### src/design/min_max_contrast_stretch_top_defines.svh
// ---------------------------------------------------------------------------
// min_max_contrast_stretch_top_defines
// assertion macros for the contrast stretch block
// ---------------------------------------------------------------------------
`ifndef MIN_MAX_CONTRAST_STRETCH_TOP_DEFINES_SVH
`define MIN_MAX_CONTRAST_STRETCH_TOP_DEFINES_SVH

`ifndef NO_ASSERTIONS
`define MMCS_ASSERT_IMPL(label, clk, rst_n, ante, cons) \
	label: assert property (@(posedge clk) disable iff (!rst_n) (ante) |-> (cons)) \
		else $error("mmcs assertion failed");
`define MMCS_ASSERT_NEXT(label, clk, rst_n, ante, cons) \
	label: assert property (@(posedge clk) disable iff (!rst_n) (ante) |=> (cons)) \
		else $error("mmcs assertion failed");
`else
`define MMCS_ASSERT_IMPL(label, clk, rst_n, ante, cons)
`define MMCS_ASSERT_NEXT(label, clk, rst_n, ante, cons)
`endif

`endif

### src/design/mmcs_pkg.sv
// ---------------------------------------------------------------------------
// mmcs_pkg
// shared constants and types of the contrast stretch block
// ---------------------------------------------------------------------------
`default_nettype none
package mmcs_pkg;

	localparam int FRAME_PIXELS = 65536;
	localparam int PIX_W        = 8;
	localparam int ADDR_W       = $clog2(FRAME_PIXELS);
	localparam int CNT_W        = $clog2(FRAME_PIXELS + 1);
	localparam int QUEUE_DEPTH  = 4;
	localparam int QPTR_W       = $clog2(QUEUE_DEPTH);
	localparam int QCNT_W       = $clog2(QUEUE_DEPTH + 1);

	localparam logic [PIX_W-1:0] PIX_MAX = {PIX_W{1'b1}};
	localparam logic [7:0]       OUT_MAX = 8'hff;

	localparam logic CMD_LOAD    = 1'b0;
	localparam logic CMD_READOUT = 1'b1;

	// one pending read-out with the extremes as they stood
	typedef struct packed {
		logic [PIX_W-1:0] pixel;
		logic [PIX_W-1:0] min_val;
		logic [PIX_W-1:0] max_val;
		logic             last;
	} rd_entry_t;

	typedef struct packed {
		logic [QCNT_W-1:0] level;
		logic              empty;
	} q_stat_t;

endpackage
`default_nettype wire

### src/design/mmcs_queue.sv
// ---------------------------------------------------------------------------
// mmcs_queue
// short fifo of pending read-outs between front and back
// ---------------------------------------------------------------------------
`default_nettype none
module mmcs_queue (
	input  wire logic                clk,
	input  wire logic                arst_n,
	input  wire logic                push,
	input  wire mmcs_pkg::rd_entry_t push_entry,
	input  wire logic                pop,
	output mmcs_pkg::rd_entry_t      head,
	output mmcs_pkg::q_stat_t        stat
);

	mmcs_pkg::rd_entry_t         slot_q [mmcs_pkg::QUEUE_DEPTH];
	logic [mmcs_pkg::QPTR_W-1:0] wptr_q;
	logic [mmcs_pkg::QPTR_W-1:0] rptr_q;
	logic [mmcs_pkg::QCNT_W-1:0] level_q;

	always_ff @(posedge clk) begin
		if (push) begin
			slot_q[wptr_q] <= push_entry;
		end
	end

	always_ff @(posedge clk or negedge arst_n) begin
		if (!arst_n) begin
			wptr_q  <= '0;
			rptr_q  <= '0;
			level_q <= '0;
		end else begin
			if (push) begin
				wptr_q <= wptr_q + 1'b1;
			end
			if (pop) begin
				rptr_q <= rptr_q + 1'b1;
			end
			if (push && !pop) begin
				level_q <= level_q + 1'b1;
			end else if (pop && !push) begin
				level_q <= level_q - 1'b1;
			end
		end
	end

	assign head       = slot_q[rptr_q];
	assign stat.level = level_q;
	assign stat.empty = (level_q == '0);

endmodule
`default_nettype wire

### config.mk
export PLATFORM = sky130hd
export DESIGN_NAME = mmcs_queue
export DESIGN_NICKNAME = d
export VERILOG_FILES = /design/src/design/min_max_contrast_stretch_top_defines.svh /design/src/design/mmcs_pkg.sv /design/src/design/mmcs_queue.sv
export SDC_FILE = /design/constraint.sdc
export NUM_CORES = 1
export LEC_CHECK = 0
export CORE_ASPECT_RATIO = 1.25
export CORE_MARGIN = 2
export CORE_UTILIZATION = 33
export DETAILED_ROUTE_END_ITERATION = 16
export DONT_BUFFER_PORTS = 1
export GPL_ROUTABILITY_DRIVEN = 0
export HOLD_SLACK_MARGIN = 0.03
export PLACE_DENSITY = 0.5
export SYNTH_ARGS = -nofsm -noshare
export SYNTH_HDL_FRONTEND = slang
export SYNTH_SLANG_ARGS = --single-unit
### constraint.sdc
create_clock -name clk -period 2.1 [get_ports clk]
set_clock_uncertainty 0.15 [all_clocks]
set_input_delay 0.105 -clock clk [delete_from_list [all_inputs] [get_ports clk]]
set_output_delay 0.105 -clock clk [all_outputs]
set_load 0.03 [all_outputs]
==> reports/metrics.yaml <==
num-fill-cells: 1107
fmax_mhz: 520
num_vias: 1752
path_cells: "buf_12, mux4_1, buf_4"
whs_endpoint: "slot_q[2][11]"
wl_um: 6910
power_density_mw_per_mm2: 1400
drc: 0
antenna_found_initial: 0
synth.ff_latch_count: 107
cap_violations: 0
coreArea_mm2: 0.0120
num_io_pins: 58
wire_per_inst_um: 18.1
critPathMaxFanout: 16
ys_warn_count: 0
antenna_left: 0
rsz0062_at_grt: "no"
netlist_instances: 164
rrSetupSlack_ns: 0.45
clk_pin_slew_ns: 0.07
finalMaxSlewViolations: 0
end_kind: "output pin"
hold_depth: 2
area_delta_synth_final_pct: 20.6
dp_hpwl_um: 4490
cpPeakStageDelay_ns: 0.57
arrival_ns: 1.67
r2r_start: "level_q[0]"
synth_cell_types: 18
viasPerCell: 4.60
start_util: 0.335
fin_setup_tns_ns: 0
avgSynthCellArea_um2: 24.6
layout-drive-gt1-share: 0.212
dr.pass1.iters: 4
synth_fp_nets: 199
post_cts_buffers: 0
holdCritPathClass: "in -> reg"
crit_slowest_cell: "mux4_1"
ctsResizeCount: 0
ir_worst_vdd_v: 0.000539
finalNonFillerCells: 381
slew_headroom: 0.728
dp.cells: 336
clock_sinks: 107
path_buf_inv: 2
cts_hold_buf: 29
seq_area_frac_synth: 0.786
syn-cell-area_mm2: 0.00404
hold_start: "push"
fp.dieArea_mm2: 0.0132
chipWidth_um: 103
worst-slew-pin-transition_ns: 0.408
critPathTopFamily: "multiplexers"
std_cell_rows: 45
antenna_cells: 0
clk_path_buf_depth: 2
reg2reg_to: "level_q[2]"
cts_tree: "done"
clock_latency_ns: 0.33
grt_pass1_vias: 1926
min_period_ns: 1.92
final_nets: 247
outcome: "finished clean"
rr_worst_depth: 4
grt_pass1_wl_um: 10800
drt_iter0_markers: 52
htreeDepth: 3
timing_worst_setup_path_type: "reg -> out"
portBuffers: 0
required_ns: 1.85
grt_overflow: 0
hold_viol_final: 0
leakage_nw: 1.63
grtUsageTotal: 0.114
cp-start-kind: "flip-flop"
timing.final.crit_share: 0.915
root_buffer: "clkbuf_16"
cts_made_buffers: 9
fp.dieH_um: 128
setup_viol: 0
grt_max_degree: 17
[synthesized netlist by cell type]
| cell | n | area [um2] |
|---|---|---|
| nor3_1 | 1 | 5.00 |
| fa_1 | 1 | 20.0 |
| mux4_2 | 18 | 405 |
| ha_1 | 5 | 62.6 |
| buf_12 | 2 | 40.0 |
| edfxtp_1 | 100 | 3000 |
| xnor2_1 | 2 | 17.5 |
| dfrtp_1 | 7 | 175 |
| inv_1 | 4 | 15.0 |
| mux4_1 | 7 | 184 |
| nor2_1 | 1 | 3.75 |
| xor2_1 | 4 | 35.0 |
| buf_2 | 3 | 15.0 |
| nand2_1 | 2 | 7.51 |
| o21ai_0 | 1 | 5.00 |
| mux2_2 | 1 | 11.3 |
| and2_1 | 4 | 25.0 |
| buf_6 | 1 | 11.3 |
[registers in the layout (all words and copies together), names as in the netlist]
register  cells
rptr_q        2
wptr_q        2
level_q       3
slot_q      100
[power by group]
group / internal (W) / switching (W) / total [W]
clock: 0.000914 / 0.000685 / 0.00160
combinational: 0.000791 / 0.00143 / 0.00222
sequential: 0.00280 / 0.000203 / 0.00301
[layout make-up]
type | instances | area, um2 | share of cell area
repair buffers | 43 | 408 | 0.0837
clock inverters | 6 | 55.1 | 0.0113
multi-input cells | 47 | 782 | 0.160
inverters | 4 | 15.0 | 0.00308
flip-flops and latches | 107 | 3180 | 0.652
clock buffers | 10 | 229 | 0.0470
well taps | 164 | 205 | 0.0421
[per-layer routing]
metal / track usage / part of all wire
met1: 0.127 / 0.39
met3: 0.0414 / 0.054
met2: 0.196 / 0.55
met5: 0 / 0
met4: 0.0449 / 0.013
[stage by stage]
step                hold slack (ns)  total power (W)   util  instance area (um2)  setup WS, ns
CTS                          0.0708          0.00695  0.404                 4870         0.141
floorplan                    -0.341          0.00484      -                 4040         0.313
global route                 0.0983          0.00717  0.404                 4870         0.101
global placement             -0.340          0.00519  0.357                 4300         0.475
finish                       0.0780          0.00683  0.404                 4870         0.178
detailed placement           -0.340          0.00527  0.357                 4300         0.425
[logic make-up (layout without fill, tap and decap cells)]
| group | Yosys count | after routing | share of synthesized area |
|---|---|---|---|
| mux | 26 | 26 | 0.149 |
| xor+xnor | 6 | 6 | 0.0130 |
| flops | 107 | 107 | 0.786 |
| fa+ha+maj | 6 | 6 | 0.0204 |
| simple gates | 8 | 8 | 0.0102 |
| compound gates | 1 | 1 | 0.00124 |
| buf+inv | 10 | 63 | 0.0201 |
[layout by cell type, fill, tap and decap left out]
cell type,synthesis,final
inv_6,0,1
o21ai_0,1,1
buf_12,2,1
dfrtp_1,7,6
buf_4,0,13
bufinv_16,0,1
clkinv_1,0,3
dlygate4sd3_1,0,29
xnor2_1,2,2
xor2_1,4,4
nor3_1,1,1
mux4_1,7,7
edfxtp_1,100,100
ha_1,5,5
inv_1,4,4
mux4_2,18,18
dfrtp_2,0,1
clkinv_2,0,1
mux2_2,1,1
clkbuf_16,0,9
and2_1,4,4
nor2_1,1,1
fa_1,1,1
clkbuf_1,0,1
nand2_1,2,2
[how the worst max path moves through the flow]
stage                    start      endpoint  slack [ns]  cells after the start
floorplan            wptr_q[0]  slot_q[2][0]        0.31                      3
global placement    level_q[0]    level_q[2]        0.47                      4
detailed placement  level_q[0]    level_q[2]        0.42                      4
CTS                  rptr_q[0]      head[21]        0.14                      3
global route         rptr_q[0]      head[21]        0.10                      3
finish               rptr_q[0]      head[21]        0.18                      3
[worst register-to-register path, stage by stage, from the launching register on]
cell and delay, ns:
dfrtp_1 0.53, fa_1 0.49, xor2_1 0.15, nor2_1 0.12
xor2_1 0.14
(Power assumes the default switching activity.)
