[config.mk]
export PLATFORM = sky130hd
export DESIGN_NAME = mmcs_back
export DESIGN_NICKNAME = d
export VERILOG_FILES = /design/src/design/min_max_contrast_stretch_top_defines.svh /design/src/design/mmcs_pkg.sv /design/src/design/mmcs_back.sv
export SDC_FILE = /design/constraint.sdc
export NUM_CORES = 1
export LEC_CHECK = 0
export ABC_AREA = 1
export BUFFER_PORTS_ARGS = -buffer_cell sky130_fd_sc_hd__buf_2
export CAP_MARGIN = 20
export CORE_MARGIN = 4
export CORE_UTILIZATION = 35
export CTS_CLUSTER_SIZE = 25
export DETAILED_ROUTE_END_ITERATION = 6
export HOLD_SLACK_MARGIN = 0.02
export PLACE_DENSITY = 0.56
export REMOVE_ABC_BUFFERS = 1
export SLEW_MARGIN = 10
export SYNTH_ARGS = -nofsm -noshare
export SYNTH_HDL_FRONTEND = slang
export SYNTH_SLANG_ARGS = --single-unit
[constraint.sdc]
create_clock -name clk -period 11.65 [get_ports clk]
set_clock_uncertainty 0.15 [all_clocks]
set_input_delay 2.33 -clock clk [delete_from_list [all_inputs] [get_ports clk]]
set_output_delay 2.33 -clock clk [all_outputs]
set_load 0.005 [all_outputs]
[src/design/min_max_contrast_stretch_top_defines.svh]
// ---------------------------------------------------------------------------
// min_max_contrast_stretch_top_defines
// assertion macros for the contrast stretch block
// ---------------------------------------------------------------------------
`ifndef MIN_MAX_CONTRAST_STRETCH_TOP_DEFINES_SVH
`define MIN_MAX_CONTRAST_STRETCH_TOP_DEFINES_SVH

`ifndef NO_ASSERTIONS
`define MMCS_ASSERT_IMPL(label, clk, rst_n, ante, cons) \
	label: assert property (@(posedge clk) disable iff (!rst_n) (ante) |-> (cons)) \
		else $error("mmcs assertion failed");
`define MMCS_ASSERT_NEXT(label, clk, rst_n, ante, cons) \
	label: assert property (@(posedge clk) disable iff (!rst_n) (ante) |=> (cons)) \
		else $error("mmcs assertion failed");
`else
`define MMCS_ASSERT_IMPL(label, clk, rst_n, ante, cons)
`define MMCS_ASSERT_NEXT(label, clk, rst_n, ante, cons)
`endif

`endif

[src/design/mmcs_pkg.sv]
// ---------------------------------------------------------------------------
// mmcs_pkg
// shared constants and types of the contrast stretch block
// ---------------------------------------------------------------------------
`default_nettype none
package mmcs_pkg;

	localparam int FRAME_PIXELS = 65536;
	localparam int PIX_W        = 8;
	localparam int ADDR_W       = $clog2(FRAME_PIXELS);
	localparam int CNT_W        = $clog2(FRAME_PIXELS + 1);
	localparam int QUEUE_DEPTH  = 4;
	localparam int QPTR_W       = $clog2(QUEUE_DEPTH);
	localparam int QCNT_W       = $clog2(QUEUE_DEPTH + 1);

	localparam logic [PIX_W-1:0] PIX_MAX = {PIX_W{1'b1}};
	localparam logic [7:0]       OUT_MAX = 8'hff;

	localparam logic CMD_LOAD    = 1'b0;
	localparam logic CMD_READOUT = 1'b1;

	// one pending read-out with the extremes as they stood
	typedef struct packed {
		logic [PIX_W-1:0] pixel;
		logic [PIX_W-1:0] min_val;
		logic [PIX_W-1:0] max_val;
		logic             last;
	} rd_entry_t;

	typedef struct packed {
		logic [QCNT_W-1:0] level;
		logic              empty;
	} q_stat_t;

endpackage
`default_nettype wire

[src/design/mmcs_back.sv]
// ---------------------------------------------------------------------------
// mmcs_back
// rescales one pixel by restoring division with half-even rounding
// ---------------------------------------------------------------------------
`default_nettype none
module mmcs_back (
	input  wire logic                clk,
	input  wire logic                arst_n,
	input  wire mmcs_pkg::q_stat_t   q_stat,
	input  wire mmcs_pkg::rd_entry_t head,
	output logic                     pop,
	output logic                     busy,
	output logic                     out_valid,
	input  wire logic                out_ready,
	output logic [7:0]               out_pixel,
	output logic                     out_last
);

	localparam logic [1:0] ST_IDLE = 2'd0;
	localparam logic [1:0] ST_PREP = 2'd1;
	localparam logic [1:0] ST_DIV  = 2'd2;
	localparam logic [1:0] ST_DONE = 2'd3;

	logic [1:0]                 state_q;
	logic [2:0]                 step_q;
	mmcs_pkg::rd_entry_t        work_q;
	logic [mmcs_pkg::PIX_W-1:0] den_q;
	logic [mmcs_pkg::PIX_W-1:0] rem_q;
	logic [7:0]                 lo_q;
	logic [7:0]                 quo_q;

	logic                       out_valid_q;
	logic [7:0]                 out_pixel_q;
	logic                       out_last_q;

	logic [mmcs_pkg::PIX_W-1:0] diff;
	logic [15:0]                prod;
	logic [mmcs_pkg::PIX_W:0]   trial;
	logic                       fits;
	logic [mmcs_pkg::PIX_W:0]   twice_rem;
	logic                       round_up;
	logic [7:0]                 rounded;
	logic                       out_free;

	assign diff      = work_q.pixel - work_q.min_val;
	assign prod      = diff * mmcs_pkg::OUT_MAX;
	assign trial     = {rem_q, lo_q[7]};
	assign fits      = (trial >= {1'b0, den_q});
	assign twice_rem = {rem_q, 1'b0};
	assign round_up  = (twice_rem > {1'b0, den_q}) ||
		((twice_rem == {1'b0, den_q}) && quo_q[0]);
	assign rounded   = (round_up && (quo_q != mmcs_pkg::OUT_MAX)) ? quo_q + 1'b1 : quo_q;
	assign out_free  = !out_valid_q || out_ready;
	assign pop       = (state_q == ST_IDLE) && !q_stat.empty;
	assign busy      = (state_q != ST_IDLE);

	always_ff @(posedge clk or negedge arst_n) begin
		if (!arst_n) begin
			state_q     <= ST_IDLE;
			out_valid_q <= 1'b0;
		end else begin
			if ((state_q == ST_DONE) && out_free) begin
				out_valid_q <= 1'b1;
			end else if (out_ready) begin
				out_valid_q <= 1'b0;
			end
			unique case (state_q)
				ST_IDLE: begin
					if (pop) begin
						state_q <= ST_PREP;
					end
				end
				ST_PREP: begin
					if ((work_q.max_val <= work_q.min_val) || (work_q.pixel <= work_q.min_val) ||
						(work_q.pixel >= work_q.max_val)) begin
						state_q <= ST_DONE;
					end else begin
						state_q <= ST_DIV;
					end
				end
				ST_DIV: begin
					if (step_q == 3'd7) begin
						state_q <= ST_DONE;
					end
				end
				ST_DONE: begin
					if (out_free) begin
						state_q <= ST_IDLE;
					end
				end
				default: begin
					state_q <= ST_IDLE;
				end
			endcase
		end
	end

	// datapath, no reset needed
	always_ff @(posedge clk) begin
		if (pop) begin
			work_q <= head;
		end
		unique case (state_q)
			ST_PREP: begin
				step_q <= '0;
				if ((work_q.max_val <= work_q.min_val) || (work_q.pixel <= work_q.min_val)) begin
					quo_q <= '0;
					rem_q <= '0;
					den_q <= mmcs_pkg::PIX_W'(1);
				end else if (work_q.pixel >= work_q.max_val) begin
					quo_q <= mmcs_pkg::OUT_MAX;
					rem_q <= '0;
					den_q <= mmcs_pkg::PIX_W'(1);
				end else begin
					quo_q <= '0;
					rem_q <= prod[15:8];
					lo_q  <= prod[7:0];
					den_q <= work_q.max_val - work_q.min_val;
				end
			end
			ST_DIV: begin
				step_q <= step_q + 1'b1;
				lo_q   <= {lo_q[6:0], 1'b0};
				quo_q  <= {quo_q[6:0], fits};
				rem_q  <= fits ? mmcs_pkg::PIX_W'(trial - {1'b0, den_q})
				               : trial[mmcs_pkg::PIX_W-1:0];
			end
			ST_DONE: begin
				if (out_free) begin
					out_pixel_q <= rounded;
					out_last_q  <= work_q.last;
				end
			end
			default: begin
			end
		endcase
	end

	assign out_valid = out_valid_q;
	assign out_pixel = out_pixel_q;
	assign out_last  = out_last_q;

endmodule
`default_nettype wire

==> results.yml <==
run_status:
  status: "complete, no violations"
synthesis:
  ys_seq_area_share_pct: 35.0
  synth-seq-cells: 72
  synth_cells: 721
  yosys_most_used_dff: "edfxtp_1"
  synth.cell_area_sq_um: 6130
  async_flop_share_pct: 4.17
  yosys.cell_types.count: 41
  synth_area_per_cell_sq_um: 8.50
  synth.yosys.warnings: 0
  synth-edff-count: 69
final_layout:
  drive_gt1_share_pct: 9.86
  layout.area.seq_sq_um: 2150
  fillers: 1739
  multi_input_area_sq_um: 3380
  stdcell_area_sq_um: 6900
  mostFrequentLayoutCells: "nand2_1 (159), inv_1 (151), ha_1 (79)"
  antenna_cells: 0
  area_delta_synth_final_pct: 12.6
  final_nets: 901
  layout_commonest_cell: "nand2_1"
global_routing:
  antenna_found_initial: 0
  grt_pass1_vias: 4610
  grt_first_pass_wirelength_um: 21400
  grtUsageTotal_pct: 13.3
  overflow: 0
  grt_start_max_net_pins: 27
setup_path:
  cp.arrival_ns: 5.62
  r2r-end: "rem_q[6]$_DFFE_PP_"
  reg2reg_from: "work_q[17]$_DFFE_PP_"
  critPathLaunch: "work_q[17]$_DFFE_PP_"
  cpMostUsedCell: "nand2_1"
  r2r_slack_ns: 5.95
  cp-endpoint: "rem_q[6]$_DFFE_PP_"
  required_ns: 11.58
  worst_r2r_path_depth: 26
  cp-start-kind: "flop"
  cp_max_fo: 12
  slowest_delay_ns: 0.55
  end_kind: "flop"
  critPathKind: "reg2reg"
  critical_path.slowest_cell: "fa_1"
place:
  io_buffers: 40
  dp.final_hpwl_um: 10200
  place.gp.congestion: 0.876
  dpl_cell_area_sq_um: 6590
  place_ws_ns: 5.91
clock_network:
  cts_tree: "done"
  cts_buffer_depth: 2
  numCtsBuffers: 9
  clk_pin_slew_ns: 0.06
  root_buffer: "clkbuf_16"
  postCtsHoldBufs: 0
  htree_levels: 3
  postCtsResizedCells: 0
  cts_setup_buffers: 0
  clock_latency_ns: 0.33
  cts_sinks: 72
sta:
  layout_setup_ws_ns: 5.95
  grt_setup_unrepaired: "no"
  slew_headroom_pct: 36.0
  min_period_ns: 5.70
  worst_slew_pin_slew_ns: 0.960
  tns_ns: 0
  hold_viol_final: 0
  finalMaxSlewViolations: 0
  fmax_mhz: 176
  finalSetupViolCount: 0
  min_period_over_period_pct: 48.9
route:
  vias: 4576
  final_antenna_net_count: 0
  drc: 0
  drt_iter0_drc: 238
  wl_per_cell_um: 12.5
  routed_wirelength_um: 12400
  first_pass_iters: 4
  viasPerCell: 4.59
min_path:
  hp-class: "reg2reg"
floorplan:
  core-area_sq_um: 17200
  dieHeight_um: 140
  die_area_sq_um: 19700
  initial_core_util_pct: 35.5
  rows: 48
  fp.dieW_um: 140
  boundaryPins: 44
run:
  timing.max_cap.violations: 0
per-stage QoR:
step | util [%] | hold slack, ns | cells
floorplan | - | 0.250 | 715
finish | 40.0 | 0.272 | 996
CTS | 40.0 | 0.274 | 996
detailed placement | 38.2 | 0.260 | 981
global route | 40.0 | 0.291 | 996
global placement | 38.2 | 0.256 | 981
sequential cells by signal, indices dropped and copies added (netlist names):
signal	cells
den_q	8
out_last	1
rem_q	8
out_pixel	8
state_q	2
quo_q	8
out_valid	1
lo_q	8
work_q	25
step_q	3
area by class of cell:
cell class | instances | share of cell area (%)
tap | 225 | 4.08
timing repair buffer | 41 | 3.01
clock buffer | 9 | 3.27
multi-input combinational | 491 | 49.0
clock inverter | 6 | 1.23
sequential | 72 | 31.1
inverter | 152 | 8.27
routing by layer:
layer	vias to the layer above	track usage (%)	part of all wire, %
li1	2426	-	-
met1	2065	17.1	47
met2	73	22.4	48
met3	12	2.66	3.8
met4	0	4.39	1.6
met5	-	0	0
worst max-delay path: cells and delay by family, from the launching register on:
kind,cells,cell delay (ns)
AOI/OAI and AO/OA,1,0.15
xor gates and xnor gates,1,0.28
adders and majority gates,7,2.81
buffers and inverters,5,0.33
DFF,1,0.35
and+or+nand+nor,12,1.37
Yosys cell counts, types with 2 or more instances:
cell / n / area, sq um
o211ai_1: 2 / 15.0
a21oi_1: 37 / 185
fa_1: 23 / 460
nand3_1: 47 / 235
o21ai_2: 3 / 26.3
a21o_1: 5 / 37.5
edfxtp_1: 69 / 2070
dfrtp_1: 3 / 75.1
clkbuf_1: 2 / 7.51
o21ai_1: 4 / 20.0
o21ai_0: 20 / 100
nand3_2: 3 / 30.0
ha_1: 79 / 988
inv_1: 151 / 567
o21bai_1: 3 / 22.5
nor2_1: 41 / 154
xor2_1: 22 / 193
nand3b_1: 4 / 30.0
nor3_1: 5 / 25.0
a31oi_1: 3 / 18.8
xnor2_1: 5 / 43.8
nand2_2: 5 / 31.3
nand4_1: 8 / 50.1
nand2_1: 159 / 597
buf_1: 2 / 7.51
logic make-up after synthesis:
family                     Yosys count  share of synthesized area [%]
and+or+nand+nor                    281                           20.1
buffers and inverters              158                           9.82
adders and majority gates          102                           23.6
AOI/OAI and AO/OA                   81                           7.56
DFF                                 72                           35.0
xor gates and xnor gates            27                           3.86
how the worst min path moves through the flow:
stage                         from                  to  slack [ns]  depth (start not counted)
2_1_floorplan  work_q[0]$_DFFE_PP_  out_last$_DFFE_PP_        0.25                          0
3_3_place_gp   work_q[0]$_DFFE_PP_  out_last$_DFFE_PP_        0.26                          0
3_5_place_dp   work_q[0]$_DFFE_PP_  out_last$_DFFE_PP_        0.26                          0
4_1_cts        work_q[0]$_DFFE_PP_  out_last$_DFFE_PP_        0.27                          0
5_1_grt        work_q[0]$_DFFE_PP_  out_last$_DFFE_PP_        0.29                          0
6_report       work_q[0]$_DFFE_PP_  out_last$_DFFE_PP_        0.27                          0
Power is not shown: default switching activity piles up to over one toggle a cycle in this logic, so the estimate is an artifact.
